`config.mk`:
```
export PLATFORM = sky130hd
export DESIGN_NAME = matrix_product_engine_core
export DESIGN_NICKNAME = d
export VERILOG_FILES = /design/src/hw/rtl/mpe_pkg.sv /design/src/hw/rtl/mpe_front.sv /design/src/hw/rtl/mpe_queue.sv /design/src/hw/rtl/mpe_back.sv /design/src/hw/rtl/matrix_product_engine_core.sv
export SDC_FILE = /design/constraint.sdc
export NUM_CORES = 2
export LEC_CHECK = 0
export BUFFER_PORTS_ARGS = -buffer_cell sky130_fd_sc_hd__buf_4
export CORE_ASPECT_RATIO = 1.2
export CORE_MARGIN = 2
export CORE_UTILIZATION = 45
export DETAILED_ROUTE_END_ITERATION = 7
export PLACE_DENSITY_LB_ADDON = 0.05
export SYNTH_ARGS = -nofsm -noshare
export SYNTH_HDL_FRONTEND = slang
export SYNTH_HIERARCHICAL = 1
export SYNTH_SLANG_ARGS = --single-unit
```
`constraint.sdc`:
```
create_clock -name i_clk -period 6.47 [get_ports i_clk]
set_input_delay 0.647 -clock i_clk [delete_from_list [all_inputs] [get_ports i_clk]]
set_output_delay 0.647 -clock i_clk [all_outputs]
set_load 0.005 [all_outputs]
```
`src/hw/rtl/mpe_pkg.sv`:
```
// shared types and constants of the matrix product engine
package mpe_pkg;

    localparam int IDX_W  = 3;
    localparam int ELEM_W = 10;
    localparam int PROD_W = 2 * ELEM_W;
    localparam int SUM_W  = 23;
    localparam int DIM_W  = 4;
    localparam int CFG_IDX_W = 2;
    localparam int QUEUE_DEPTH = 4;

    // input opcodes
    localparam logic [1:0] OP_LOAD_A  = 2'd0;
    localparam logic [1:0] OP_LOAD_B  = 2'd1;
    localparam logic [1:0] OP_COMPUTE = 2'd2;

    // configuration register indexes
    localparam logic [CFG_IDX_W-1:0] CFG_NUM_ROWS  = 2'd0;
    localparam logic [CFG_IDX_W-1:0] CFG_INNER_DIM = 2'd1;

    typedef struct packed {
        logic [1:0]        op;
        logic [IDX_W-1:0]  row_index;
        logic [IDX_W-1:0]  col_index;
        logic [ELEM_W-1:0] element_value;
    } t_in_word;

    typedef struct packed {
        logic [IDX_W-1:0] out_row;
        logic [IDX_W-1:0] out_col;
        logic [SUM_W-1:0] dot_sum;
        logic             last;
    } t_out_word;

    typedef enum logic [1:0] {
        K_LOAD_A,
        K_LOAD_B,
        K_COMPUTE
    } t_kind;

    typedef struct packed {
        t_kind             kind;
        logic [IDX_W-1:0]  row;
        logic [IDX_W-1:0]  col;
        logic [ELEM_W-1:0] value;
    } t_cmd;

    // tags that travel beside the multiply-accumulate pipe
    typedef struct packed {
        logic             is_first;
        logic             is_tail;
        logic [IDX_W-1:0] row;
        logic [IDX_W-1:0] col;
        logic             last;
    } t_tag;

    typedef enum logic {
        BS_IDLE,
        BS_RUN
    } t_bstate;

endpackage

```
`src/hw/rtl/mpe_front.sv`:
```
// front end: accepts input words, drops meaningless ones, stages commands
module mpe_front #(
    parameter int MAX_DIM = 8
) (
    input  logic              i_clk,
    input  logic              i_rst_n,
    input  logic              i_in_valid,
    output logic              o_in_ready,
    input  mpe_pkg::t_in_word i_in_word,
    output logic              o_cmd_valid,
    input  logic              i_cmd_ready,
    output mpe_pkg::t_cmd     o_cmd
);
    import mpe_pkg::*;

    localparam logic [DIM_W-1:0] MAX_DIM_V = DIM_W'(MAX_DIM);

    logic  r_vld, n_vld;
    t_cmd  r_cmd, n_cmd;
    logic  accept;
    logic  in_range;
    logic  keep;
    t_kind kind;

    assign o_in_ready  = !r_vld || i_cmd_ready;
    assign accept      = i_in_valid && o_in_ready;
    assign o_cmd_valid = r_vld;
    assign o_cmd       = r_cmd;

    assign in_range = ({1'b0, i_in_word.row_index} < MAX_DIM_V)
                   && ({1'b0, i_in_word.col_index} < MAX_DIM_V);

    always_comb begin
        kind = K_COMPUTE;
        keep = 1'b0;
        unique case (i_in_word.op)
            OP_LOAD_A: begin
                kind = K_LOAD_A;
                keep = in_range;
            end
            OP_LOAD_B: begin
                kind = K_LOAD_B;
                keep = in_range;
            end
            OP_COMPUTE: begin
                kind = K_COMPUTE;
                keep = 1'b1;
            end
            default: begin
                kind = K_COMPUTE;
                keep = 1'b0;
            end
        endcase
    end

    always_comb begin
        n_vld = r_vld;
        n_cmd = r_cmd;
        if (accept && keep) begin
            n_vld       = 1'b1;
            n_cmd.kind  = kind;
            n_cmd.row   = i_in_word.row_index;
            n_cmd.col   = i_in_word.col_index;
            n_cmd.value = i_in_word.element_value;
        end else if (i_cmd_ready) begin
            n_vld = 1'b0;
        end
    end

    always_ff @(posedge i_clk) begin
        if (!i_rst_n) begin
            r_vld <= 1'b0;
        end else begin
            r_vld <= n_vld;
        end
        r_cmd <= n_cmd;
    end

endmodule

```
`src/hw/rtl/mpe_queue.sv`:
```
// short command queue between front and back end
module mpe_queue (
    input  logic          i_clk,
    input  logic          i_rst_n,
    input  logic          i_push_valid,
    output logic          o_push_ready,
    input  mpe_pkg::t_cmd i_push_cmd,
    output logic          o_pop_valid,
    input  logic          i_pop,
    output mpe_pkg::t_cmd o_pop_cmd
);
    import mpe_pkg::*;

    localparam int PTR_W = $clog2(QUEUE_DEPTH);
    localparam int CNT_W = $clog2(QUEUE_DEPTH + 1);

    t_cmd             r_slot [QUEUE_DEPTH];
    logic [PTR_W-1:0] r_wr_ptr, r_rd_ptr;
    logic [CNT_W-1:0] r_count;
    logic             push, pop;

    assign o_push_ready = (r_count != CNT_W'(QUEUE_DEPTH));
    assign o_pop_valid  = (r_count != '0);
    assign push         = i_push_valid && o_push_ready;
    assign pop          = i_pop && o_pop_valid;
    assign o_pop_cmd    = r_slot[r_rd_ptr];

    always_ff @(posedge i_clk) begin
        if (!i_rst_n) begin
            r_wr_ptr <= '0;
            r_rd_ptr <= '0;
            r_count  <= '0;
        end else begin
            if (push) begin
                r_wr_ptr <= PTR_W'(r_wr_ptr + 1'b1);
            end
            if (pop) begin
                r_rd_ptr <= PTR_W'(r_rd_ptr + 1'b1);
            end
            if (push && !pop) begin
                r_count <= r_count + 1'b1;
            end else if (pop && !push) begin
                r_count <= r_count - 1'b1;
            end
        end
        if (push) begin
            r_slot[r_wr_ptr] <= i_push_cmd;
        end
    end

endmodule

```
`src/hw/rtl/mpe_back.sv`:
```
// back end: element stores, loop sequencer and multiply-accumulate pipe
module mpe_back #(
    parameter int MAX_DIM = 8
) (
    input  logic                      i_clk,
    input  logic                      i_rst_n,
    input  logic [mpe_pkg::IDX_W-1:0] i_n_last,
    input  logic [mpe_pkg::IDX_W-1:0] i_m_last,
    input  logic                      i_cmd_valid,
    output logic                      o_cmd_pop,
    input  mpe_pkg::t_cmd             i_cmd,
    output logic                      o_out_valid,
    input  logic                      i_out_ready,
    output mpe_pkg::t_out_word        o_out_word
);
    import mpe_pkg::*;

    localparam int DEPTH  = MAX_DIM * MAX_DIM;
    localparam int ADDR_W = (DEPTH > 1) ? $clog2(DEPTH) : 1;

    logic [ELEM_W-1:0] r_mem_a [DEPTH];
    logic [ELEM_W-1:0] r_mem_b [DEPTH];

    t_bstate r_state, n_state;
    logic [IDX_W-1:0] r_i, r_j, r_k;
    logic [IDX_W-1:0] n_i, n_j, n_k;

    logic              pop, start, issue, last_issue, en, emit;
    logic              wr_a, wr_b;
    logic [ADDR_W-1:0] wr_addr, a_raddr, b_raddr;

    logic              r_s1_vld, r_s2_vld;
    t_tag              r_s1_tag, r_s2_tag, issue_tag;
    logic [ELEM_W-1:0] r_a_rd, r_b_rd;
    logic [PROD_W-1:0] r_prod;
    logic [SUM_W-1:0]  r_acc, acc_next;

    logic      r_out_vld, n_out_vld;
    t_out_word r_out;

    // pipe halts only when a finished entry cannot leave
    assign en   = !(r_s2_vld && r_s2_tag.is_tail && r_out_vld && !i_out_ready);
    assign emit = r_s2_vld && r_s2_tag.is_tail && en;

    assign last_issue = (r_i == i_n_last) && (r_j == i_n_last) && (r_k == i_m_last);

    // next state
    always_comb begin
        n_state = r_state;
        unique case (r_state)
            BS_IDLE: begin
                if (i_cmd_valid && i_cmd.kind == K_COMPUTE) begin
                    n_state = BS_RUN;
                end
            end
            BS_RUN: begin
                if (en && last_issue) begin
                    n_state = BS_IDLE;
                end
            end
            default: n_state = BS_IDLE;
        endcase
    end

    // state outputs
    always_comb begin
        pop   = 1'b0;
        issue = 1'b0;
        unique case (r_state)
            BS_IDLE: pop   = i_cmd_valid;
            BS_RUN:  issue = en;
            default: begin
                pop   = 1'b0;
                issue = 1'b0;
            end
        endcase
    end

    assign o_cmd_pop = pop;
    assign start     = pop && (i_cmd.kind == K_COMPUTE);
    assign wr_a      = pop && (i_cmd.kind == K_LOAD_A);
    assign wr_b      = pop && (i_cmd.kind == K_LOAD_B);
    assign wr_addr   = ADDR_W'(i_cmd.row * MAX_DIM + i_cmd.col);
    assign a_raddr   = ADDR_W'(r_i * MAX_DIM + r_k);
    assign b_raddr   = ADDR_W'(r_k * MAX_DIM + r_j);

    // row, column, inner counters
    always_comb begin
        n_i = r_i;
        n_j = r_j;
        n_k = r_k;
        if (start) begin
            n_i = '0;
            n_j = '0;
            n_k = '0;
        end else if (issue) begin
            if (r_k == i_m_last) begin
                n_k = '0;
                if (r_j == i_n_last) begin
                    n_j = '0;
                    n_i = IDX_W'(r_i + 1'b1);
                end else begin
                    n_j = IDX_W'(r_j + 1'b1);
                end
            end else begin
                n_k = IDX_W'(r_k + 1'b1);
            end
        end
    end

    always_comb begin
        issue_tag.is_first = (r_k == '0);
        issue_tag.is_tail  = (r_k == i_m_last);
        issue_tag.row      = r_i;
        issue_tag.col      = r_j;
        issue_tag.last     = (r_i == i_n_last) && (r_j == i_n_last);
    end

    assign acc_next = r_s2_tag.is_first ? SUM_W'(r_prod) : SUM_W'(r_acc + SUM_W'(r_prod));

    always_comb begin
        n_out_vld = r_out_vld;
        if (emit) begin
            n_out_vld = 1'b1;
        end else if (i_out_ready) begin
            n_out_vld = 1'b0;
        end
    end

    // element stores
    always_ff @(posedge i_clk) begin
        if (wr_a) begin
            r_mem_a[wr_addr] <= i_cmd.value;
        end
        if (en) begin
            r_a_rd <= r_mem_a[a_raddr];
        end
    end

    always_ff @(posedge i_clk) begin
        if (wr_b) begin
            r_mem_b[wr_addr] <= i_cmd.value;
        end
        if (en) begin
            r_b_rd <= r_mem_b[b_raddr];
        end
    end

    always_ff @(posedge i_clk) begin
        if (!i_rst_n) begin
            r_state   <= BS_IDLE;
            r_s1_vld  <= 1'b0;
            r_s2_vld  <= 1'b0;
            r_out_vld <= 1'b0;
        end else begin
            r_state   <= n_state;
            r_out_vld <= n_out_vld;
            if (en) begin
                r_s1_vld <= issue;
                r_s2_vld <= r_s1_vld;
            end
        end
        r_i <= n_i;
        r_j <= n_j;
        r_k <= n_k;
        if (en) begin
            r_s1_tag <= issue_tag;
            r_s2_tag <= r_s1_tag;
            r_prod   <= {{(PROD_W-ELEM_W){1'b0}}, r_a_rd} * {{(PROD_W-ELEM_W){1'b0}}, r_b_rd};
            if (r_s2_vld) begin
                r_acc <= acc_next;
            end
        end
        if (emit) begin
            r_out.out_row <= r_s2_tag.row;
            r_out.out_col <= r_s2_tag.col;
            r_out.dot_sum <= acc_next;
            r_out.last    <= r_s2_tag.last;
        end
    end

    assign o_out_valid = r_out_vld;
    assign o_out_word  = r_out;

endmodule

```
`src/hw/rtl/matrix_product_engine_core.sv`:
```
// top level of the matrix product engine: config registers, front, queue, back
//
//  channel   direction  handshake                 contents
//  in        input      i_in_valid / o_in_ready   t_in_word: op, row, col, element
//  out       output     o_out_valid / i_out_ready t_out_word: row, col, dot_sum, last
//  cfg       input      i_cfg_we (no wait)        index i_cfg_idx, data i_cfg_data
//
// load words are accepted back to back while the queue has room
// a compute word runs num_rows * num_rows * inner_dim multiply-accumulates in the back end,
//   one multiply-accumulate per cycle while the output does not stall, set by the single
//   read port of each element store and the one shared multiplier; each product passes the
//   store read registers and the product register, and each sum lands in the output register
// synchronous active-low reset clears valid flags, state and queue pointers, and sets config
//   registers to 8; the element stores are not cleared and hold garbage until written
// a stalled output holds the whole multiply pipe once the next finished entry reaches
//   the last pipe stage; the front keeps taking words until the command queue fills
module matrix_product_engine_core #(
    parameter int MAX_DIM = 8
) (
    input  logic                          i_clk,
    input  logic                          i_rst_n,
    input  logic                          i_in_valid,
    output logic                          o_in_ready,
    input  mpe_pkg::t_in_word             i_in_word,
    output logic                          o_out_valid,
    input  logic                          i_out_ready,
    output mpe_pkg::t_out_word            o_out_word,
    input  logic                          i_cfg_we,
    input  logic [mpe_pkg::CFG_IDX_W-1:0] i_cfg_idx,
    input  logic [mpe_pkg::DIM_W-1:0]     i_cfg_data
);
    import mpe_pkg::*;

    localparam logic [DIM_W-1:0] MAX_DIM_V = DIM_W'(MAX_DIM);

    // configuration registers
    logic [DIM_W-1:0] r_num_rows, r_inner_dim;
    logic [DIM_W-1:0] rows_eff, inner_eff;
    logic [IDX_W-1:0] n_last, m_last;

    // front to queue
    logic q_push_vld, q_push_rdy;
    t_cmd q_push_cmd;
    // queue to back
    logic q_pop_vld, q_pop;
    t_cmd q_pop_cmd;

    always_ff @(posedge i_clk) begin
        if (!i_rst_n) begin
            r_num_rows  <= 4'd8;
            r_inner_dim <= 4'd8;
        end else if (i_cfg_we) begin
            unique case (i_cfg_idx)
                CFG_NUM_ROWS:  r_num_rows  <= i_cfg_data;
                CFG_INNER_DIM: r_inner_dim <= i_cfg_data;
                default: ;
            endcase
        end
    end

    // zero counts as one, anything above the store size as the store size
    always_comb begin
        rows_eff = r_num_rows;
        if (r_num_rows == '0) begin
            rows_eff = DIM_W'(1);
        end else if (r_num_rows > MAX_DIM_V) begin
            rows_eff = MAX_DIM_V;
        end
        inner_eff = r_inner_dim;
        if (r_inner_dim == '0) begin
            inner_eff = DIM_W'(1);
        end else if (r_inner_dim > MAX_DIM_V) begin
            inner_eff = MAX_DIM_V;
        end
    end

    // loop bounds as last index values
    assign n_last = IDX_W'(rows_eff - 1'b1);
    assign m_last = IDX_W'(inner_eff - 1'b1);

    mpe_front #(
        .MAX_DIM (MAX_DIM)
    ) u_front (
        .i_clk       (i_clk),
        .i_rst_n     (i_rst_n),
        .i_in_valid  (i_in_valid),
        .o_in_ready  (o_in_ready),
        .i_in_word   (i_in_word),
        .o_cmd_valid (q_push_vld),
        .i_cmd_ready (q_push_rdy),
        .o_cmd       (q_push_cmd)
    );

    mpe_queue u_queue (
        .i_clk        (i_clk),
        .i_rst_n      (i_rst_n),
        .i_push_valid (q_push_vld),
        .o_push_ready (q_push_rdy),
        .i_push_cmd   (q_push_cmd),
        .o_pop_valid  (q_pop_vld),
        .i_pop        (q_pop),
        .o_pop_cmd    (q_pop_cmd)
    );

    mpe_back #(
        .MAX_DIM (MAX_DIM)
    ) u_back (
        .i_clk       (i_clk),
        .i_rst_n     (i_rst_n),
        .i_n_last    (n_last),
        .i_m_last    (m_last),
        .i_cmd_valid (q_pop_vld),
        .o_cmd_pop   (q_pop),
        .i_cmd       (q_pop_cmd),
        .o_out_valid (o_out_valid),
        .i_out_ready (i_out_ready),
        .o_out_word  (o_out_word)
    );

`ifndef SYNTHESIS
    // the final entry always sits on the diagonal corner
    a_last_corner: assert property (@(posedge i_clk) disable iff (!i_rst_n)
        (o_out_valid && o_out_word.last) |-> (o_out_word.out_row == o_out_word.out_col))
        else $error("last entry off the diagonal");

    // nothing is presented right after reset
    a_reset_quiet: assert property (@(posedge i_clk)
        !i_rst_n |=> !o_out_valid)
        else $error("output valid right after reset");

    // an empty front stage must always take a word
    a_front_ready: assert property (@(posedge i_clk) disable iff (!i_rst_n)
        !q_push_vld |-> o_in_ready)
        else $error("front stalled while empty");

    // the back end never pops an empty queue
    a_pop_nonempty: assert property (@(posedge i_clk) disable iff (!i_rst_n)
        q_pop |-> q_pop_vld)
        else $error("pop from empty queue");
`endif

endmodule
```
Word-level counts from Yosys, hierarchy flattened
Memory sizes are Yosys's and may differ from the RTL's. A register that Yosys moved wholly into a read port is not among the register bits.
Cells that the tools add are included.
Word-level totals
  register bits after elaboration: 138
  RAM bits: 1352
  word-level logic and storage cells: 132
  bits of input ports: 29
  memories: 3
  output and inout bits: 32
Cells by class
  $add $sub $neg: 13
  reductions and logical operators: 41
  bitwise operators: 2
  mux-type cells: 28
  magnitude comparators: 2
  equality and inequality tests: 9
  $mul: 1
Memories
  u_back.r_mem_a: depth 64, bits a word 10, read ports 1, clocked after Yosys merged registers in 1, write ports 1, line mpe_back.sv:21  | logic [ELEM_W-1:0] r_mem_a [DEPTH];
  u_back.r_mem_b: depth 64, bits a word 10, read ports 1, clocked after Yosys merged registers in 1, write ports 1, line mpe_back.sv:22  | logic [ELEM_W-1:0] r_mem_b [DEPTH];
  u_queue.r_slot: depth 4, bits a word 18, read ports 1, clocked after Yosys merged registers in 1, write ports 1, line mpe_queue.sv:17  | t_cmd r_slot [QUEUE_DEPTH];
Operator list (number)
  $mux W3: 8
  $add A23 B20 Y23: 1
  $mux W23: 1
  $mul A10 B10 Y20: 1
  $add A6 B3 Y6: 3
  $logic_and A1 B1 Y1: 17
  $mux W1: 15
  $add A3 B1 Y3 const B: 4
  $eq A3 B3 Y1: 3
  $sub A3 B1 Y3 const B: 3
  $gt A4 B4 Y1 const B: 2
  $logic_not A4 Y1: 2
  $reduce_and A2 Y1: 4
  $logic_not A1 Y1: 7
  $eq A2 B1 Y1 const B: 3
  $logic_not A2 Y1: 3
  $reduce_bool A2 Y1: 3
  $add A2 B1 Y2 const B: 2
  $eq A2 B2 Y1 const B: 2
  $mux W2: 2
  $pmux W2 S2: 1
  $logic_not A3 Y1: 1
  $ne A3 B3 Y1 const B: 1
  $reduce_and A3 Y1: 1
  other kinds (5): 6

Longest topological paths before layout
  depth in word-level cells: 10
  depth in mapped cells: 20
  mapped depth without buffers: 19

Modules after synthesis
The synthesis kept the hierarchy.
By module, submodules not included
  mpe_back: times used 1, seq. area each 42030.3 um2, cells an instance 2836, area an instance 57684.1 um2
  mpe_queue: times used 1, seq. area each 2342.2 um2, cells an instance 142, area an instance 3134.3 um2
  mpe_front: times used 1, seq. area each 560.5 um2, cells an instance 25, area an instance 600.6 um2
  matrix_product_engine_core: times used 1, seq. area each 160.2 um2, cells an instance 45, area an instance 425.4 um2

Worst setup path before layout
No wires, ideal clock.
  path type: reg2reg
  start: reg u_back.r_b_rd[1], read port of u_back.r_mem_b
  end: reg u_back.r_prod[19] (data pin)
  data required time: 6.205 ns
  path buffers: 1
  slack: 1.536 ns
  clock period less this slack: 4.934 ns
  cell stages (with the launch flop): 20
  library setup time: 0.265 ns
  data arrival time: 4.668 ns
  path through: edfxtp_1 -> clkbuf_1 -> nand2_1 -> fa_1 -> inv_1 -> fa_1 -> inv_1 -> fa_1 -> inv_1 -> fa_1 -> inv_1 -> fa_1 -> inv_1 -> ha_1 -> a21oi_1 -> o21ai_0 -> o21ai_0 -> a31oi_1 -> a221oi_1 -> xnor2_1
On the way
  cells in the longest elaborated chain, start to end: 1
Ends and longest elaborated chain
  start, declared: line mpe_back.sv:34  | logic [ELEM_W-1:0] r_a_rd, r_b_rd;
  $mul A10 B10 Y20: line mpe_back.sv:169  | r_prod <= {{(PROD_W-ELEM_W){1'b0}}, r_a_rd} * {{(PROD_W-ELEM_W){1'b0}}, r_b_rd};
  end signal, assigned: line mpe_back.sv:169
  end, declared: line mpe_back.sv:35  | logic [PROD_W-1:0] r_prod;
No other way between the ends.
A chain may end at the register's enable or synchronous reset.

Worst setup path after layout
  start: reg u_back.r_a_rd[7], read port of u_back.r_mem_a
  end: reg u_back.r_prod[19] (data pin)
On the way
  cells in the longest elaborated chain, start to end: 1
Ends and longest elaborated chain (line)
  start, declared: mpe_back.sv:34
  $mul A10 B10 Y20: mpe_back.sv:169
No other way between the ends.

==> flow_summary_export.csv <==
group,metric,value,unit
outcome,status,"finished, final reports clean",
synth,async_flop_share,0,
power,switching_share,0.351,
power,leakage,22.1,nW
placed_design,hpwlAfterDp,89500,microns
power,pwr-share-seq,0.353,
routing,initialDrtViolationCount,2512,
setup_path,crit_arrival,5.81,ns
cts,htreeDepth,4,
synth,synthesis.area,0.0618,sq mm
synth,ys_seq_elements,1512,
synth,ys.flop_type,"edfxtp_1",
routing,routed_wl,145000,microns
sta,maxSlewHeadroom,0.135,
layout,final_nets,3366,
sta,hold_slack,0.0762,ns
sta,period_needed,5.31,ns
setup_path,crit_path_end_kind,"register",
power,pwr_density_cell,531,mW/mm^2
sta,rsz0062_at_grt,"no",
flow_run,maxCapViolCount,0,
setup_path,required,6.97,ns
grt,grt_pass1_wl,213000,microns
layout,drive_above_1_share,0.224,
placed_design,place_area,0.0644,sq mm
synth,avgSynthCellArea,20.3,sq um
cts,cts_sinks,1512,
power,power_frac_clock,0.235,
grt,grt_usage,0.210,
cts,cts-resized-gates,0,
floorplan,fp.dieW,342,microns
synth,ys_seq_area_frac,0.729,
sta,skew,0.0282,ns
setup_path,worstSetupPathType,"register to register",
cts,clkSlewWorstSetupHoldPaths,0.06,ns
placed_design,dp_cells,4829,
placed_design,gp_congestion,0.824,
sta,max_freq,0.188,GHz
layout,layout.cells.most_common_list,"edfxtp_1, mux4_2, nor2_1",
floorplan,die_y,410,microns
sta,drv_slew,0,
layout,mostFrequentLayoutCell,"edfxtp_1",
power,internal_power,23.9,mW
placed_design,placement.io_buffers,60,
layout,finalNonFillerCells,5124,
routing,vias,29300,
power,total_power,36.8,mW
synth,synthesis.nets,3227,
floorplan,initial_core_util,0.451,
setup_path,path_max_fanout,10,
sta,worst_slack,1.16,ns
layout,area_delta_synth_final,12.2,%
power,pwr-share-comb,0.411,
floorplan,num_io_pins,61,
sta,setup_viol,0,
routing,firstDrtPassIters,5,
placed_design,preCtsSetupSlack,1.18,ns
routing,wl_per_cell,28.2,microns
sta,worst_pin_slew,1.29,ns
floorplan,core-area,0.137,sq mm
grt,antenna_found_initial,3,
layout,fin_area,0.0694,sq mm
cts,insertion_delay,0.78,ns
synth,synthDistinctLibCells,70,
cts,root_buffer,"clkbuf_16",
sta,fin_setup_tns,0,ns
worst_hold_path,hp-class,"input port to register",
power,p_sw,12.9,mW
routing,drc,0,
cts,cts_max_path_buffers,3,
setup_path,cp-start-kind,"register",
sta,min_period_over_period,0.820,
cts,cts_tree,"yes",
layout,fill_cells,11000,
routing,viasPerCell,5.71,
layout,final_util,0.507,
cts,cts_buffers,152,
floorplan,rows,149,
synth,synth_edf_count,1481,
synth,syn_inst,3048,
synth,ys_warn_count,6,
grt,grt-ovfl-total,0,
routing,detail-route-antenna-nets,0,
sta,hold_violations,0,
power,irDropWorstVdd,1.57,mV
grt,grt_pass1_vias,31000,
floorplan,dieArea,0.140,sq mm
grt,grt_max_degree,94,
-- power groups by stage --
stage / sequential [mW] / combinational (mW) / clock (mW)
6_report: 13.0 / 15.2 / 8.67
5_1_grt: 13.1 / 17.1 / 9.27
4_1_cts: 13.0 / 15.6 / 8.89
3_5_place_dp: 13.2 / 15.5 / 0
3_3_place_gp: 13.2 / 15.3 / 0
2_1_floorplan: 13.0 / 11.4 / 0
-- logic make-up after synthesis --
logic type | Yosys count | synth area share
flip-flops | 1512 | 0.729
AND/OR/NAND/NOR | 497 | 0.0380
multiplexers | 431 | 0.151
buffers and inverters | 215 | 0.0157
AO/OA/AOI/OAI | 196 | 0.0212
adder cells (fa/ha/maj) | 150 | 0.0381
XOR/XNOR | 47 | 0.00666
-- flip-flops by register name, indices dropped and copies added, names as in the netlist, 3 cells and up, named ones only --
register,cells
r_inner_dim,4
r_num_rows,4
u_back/o_out_word,30
u_back/r_a_rd,10
u_back/r_acc,23
u_back/r_b_rd,10
u_back/r_i,3
u_back/r_j,3
u_back/r_k,3
u_back/r_mem_a,640
u_back/r_mem_b,640
u_back/r_prod,20
u_back/r_s1_tag,9
u_back/r_s2_tag,9
u_front/o_cmd,18
u_queue/r_count,3
u_queue/r_slot,72
-- critical path, cell delays in order, from the launching register on --
cell,delay (ns)
edfxtp_1,0.54
nand2_1,0.14
fa_1,0.57
inv_1,0.06
fa_1,0.49
inv_1,0.05
fa_1,0.52
inv_1,0.04
fa_1,0.48
inv_1,0.05
fa_1,0.47
inv_1,0.04
ha_1,0.35
a21oi_1,0.15
o21ai_0,0.11
o21ai_0,0.35
a31oi_1,0.18
a221oi_1,0.34
xnor2_1,0.11
-- cell usage after synthesis (4+ instances only) --
cell type | count | area (sq um)
edfxtp_1 | 1481 | 44500
mux4_2 | 389 | 8760
nor2_1 | 182 | 683
nand2_1 | 135 | 507
ha_1 | 86 | 1080
and2_1 | 79 | 494
clkbuf_1 | 74 | 278
inv_1 | 74 | 278
fa_1 | 64 | 1280
a21oi_1 | 39 | 195
nor2b_1 | 32 | 200
o21ai_0 | 32 | 160
dfxtp_1 | 31 | 621
buf_2 | 30 | 150
mux2i_1 | 30 | 300
xnor2_1 | 29 | 254
o22ai_1 | 26 | 163
a211oi_1 | 18 | 135
xor2_1 | 18 | 158
nand3_1 | 16 | 80.1
a31oi_1 | 14 | 87.6
buf_1 | 13 | 48.8
buf_4 | 12 | 90.1
nand2b_1 | 12 | 75.1
a21o_1 | 11 | 82.6
mux4_1 | 10 | 263
buf_6 | 9 | 101
o21bai_1 | 8 | 60.1
a22o_1 | 7 | 61.3
a221o_1 | 6 | 60.1
o21a_1 | 6 | 45.0
or3_1 | 6 | 37.5
a21boi_0 | 5 | 37.5
and3_1 | 5 | 31.3
nand4_1 | 5 | 31.3
nand3b_1 | 4 | 30.0
nor3b_1 | 4 | 30.0
-- metal layers --
layer	GRT usage	routed length [microns]	vias to the layer above
li1	-	-	12600
met1	0.278	59100	15700
met2	0.362	75700	713
met3	0.0300	6240	214
met4	0.0660	3780	2
met5	0	13	-
-- what timing repair did --
| action | in CTS | in global routing |
|---|---|---|
| buffers inserted | 0 | 0 |
| hold endpoints to repair | 16 | 0 |
| hold buffers | 16 | 0 |
-- final cells by class --
class                           count  area (sq um)  share of cell area
Sequential cell                  1512         45100               0.650
Multi-Input combinational cell   1321         15800               0.228
Clock buffer                      190          4050              0.0584
Tap cell                         1812          2270              0.0327
Timing Repair Buffer              124          1060              0.0152
Clock inverter                     88           840              0.0121
Inverter                           76           285             0.00411
Antenna cell                        1          2.50           0.0000360
-- path summary, 6_finish.rpt --
check / from / slack [ns] / cells after the start / end
worst min-delay path: i_in_word[17] / 0.08 / 1 / u_front/o_cmd[17]
worst min register to register: u_back/r_s1_tag[3] / 0.42 / 0 / u_back/r_s2_tag[3]
worst max-delay path: u_back/r_a_rd[7] / 1.16 / 18 / u_back/r_prod[19]
worst max register to register: u_back/r_a_rd[7] / 1.16 / 18 / u_back/r_prod[19]
No activity file was read; power rests on OpenSTA's default activity.
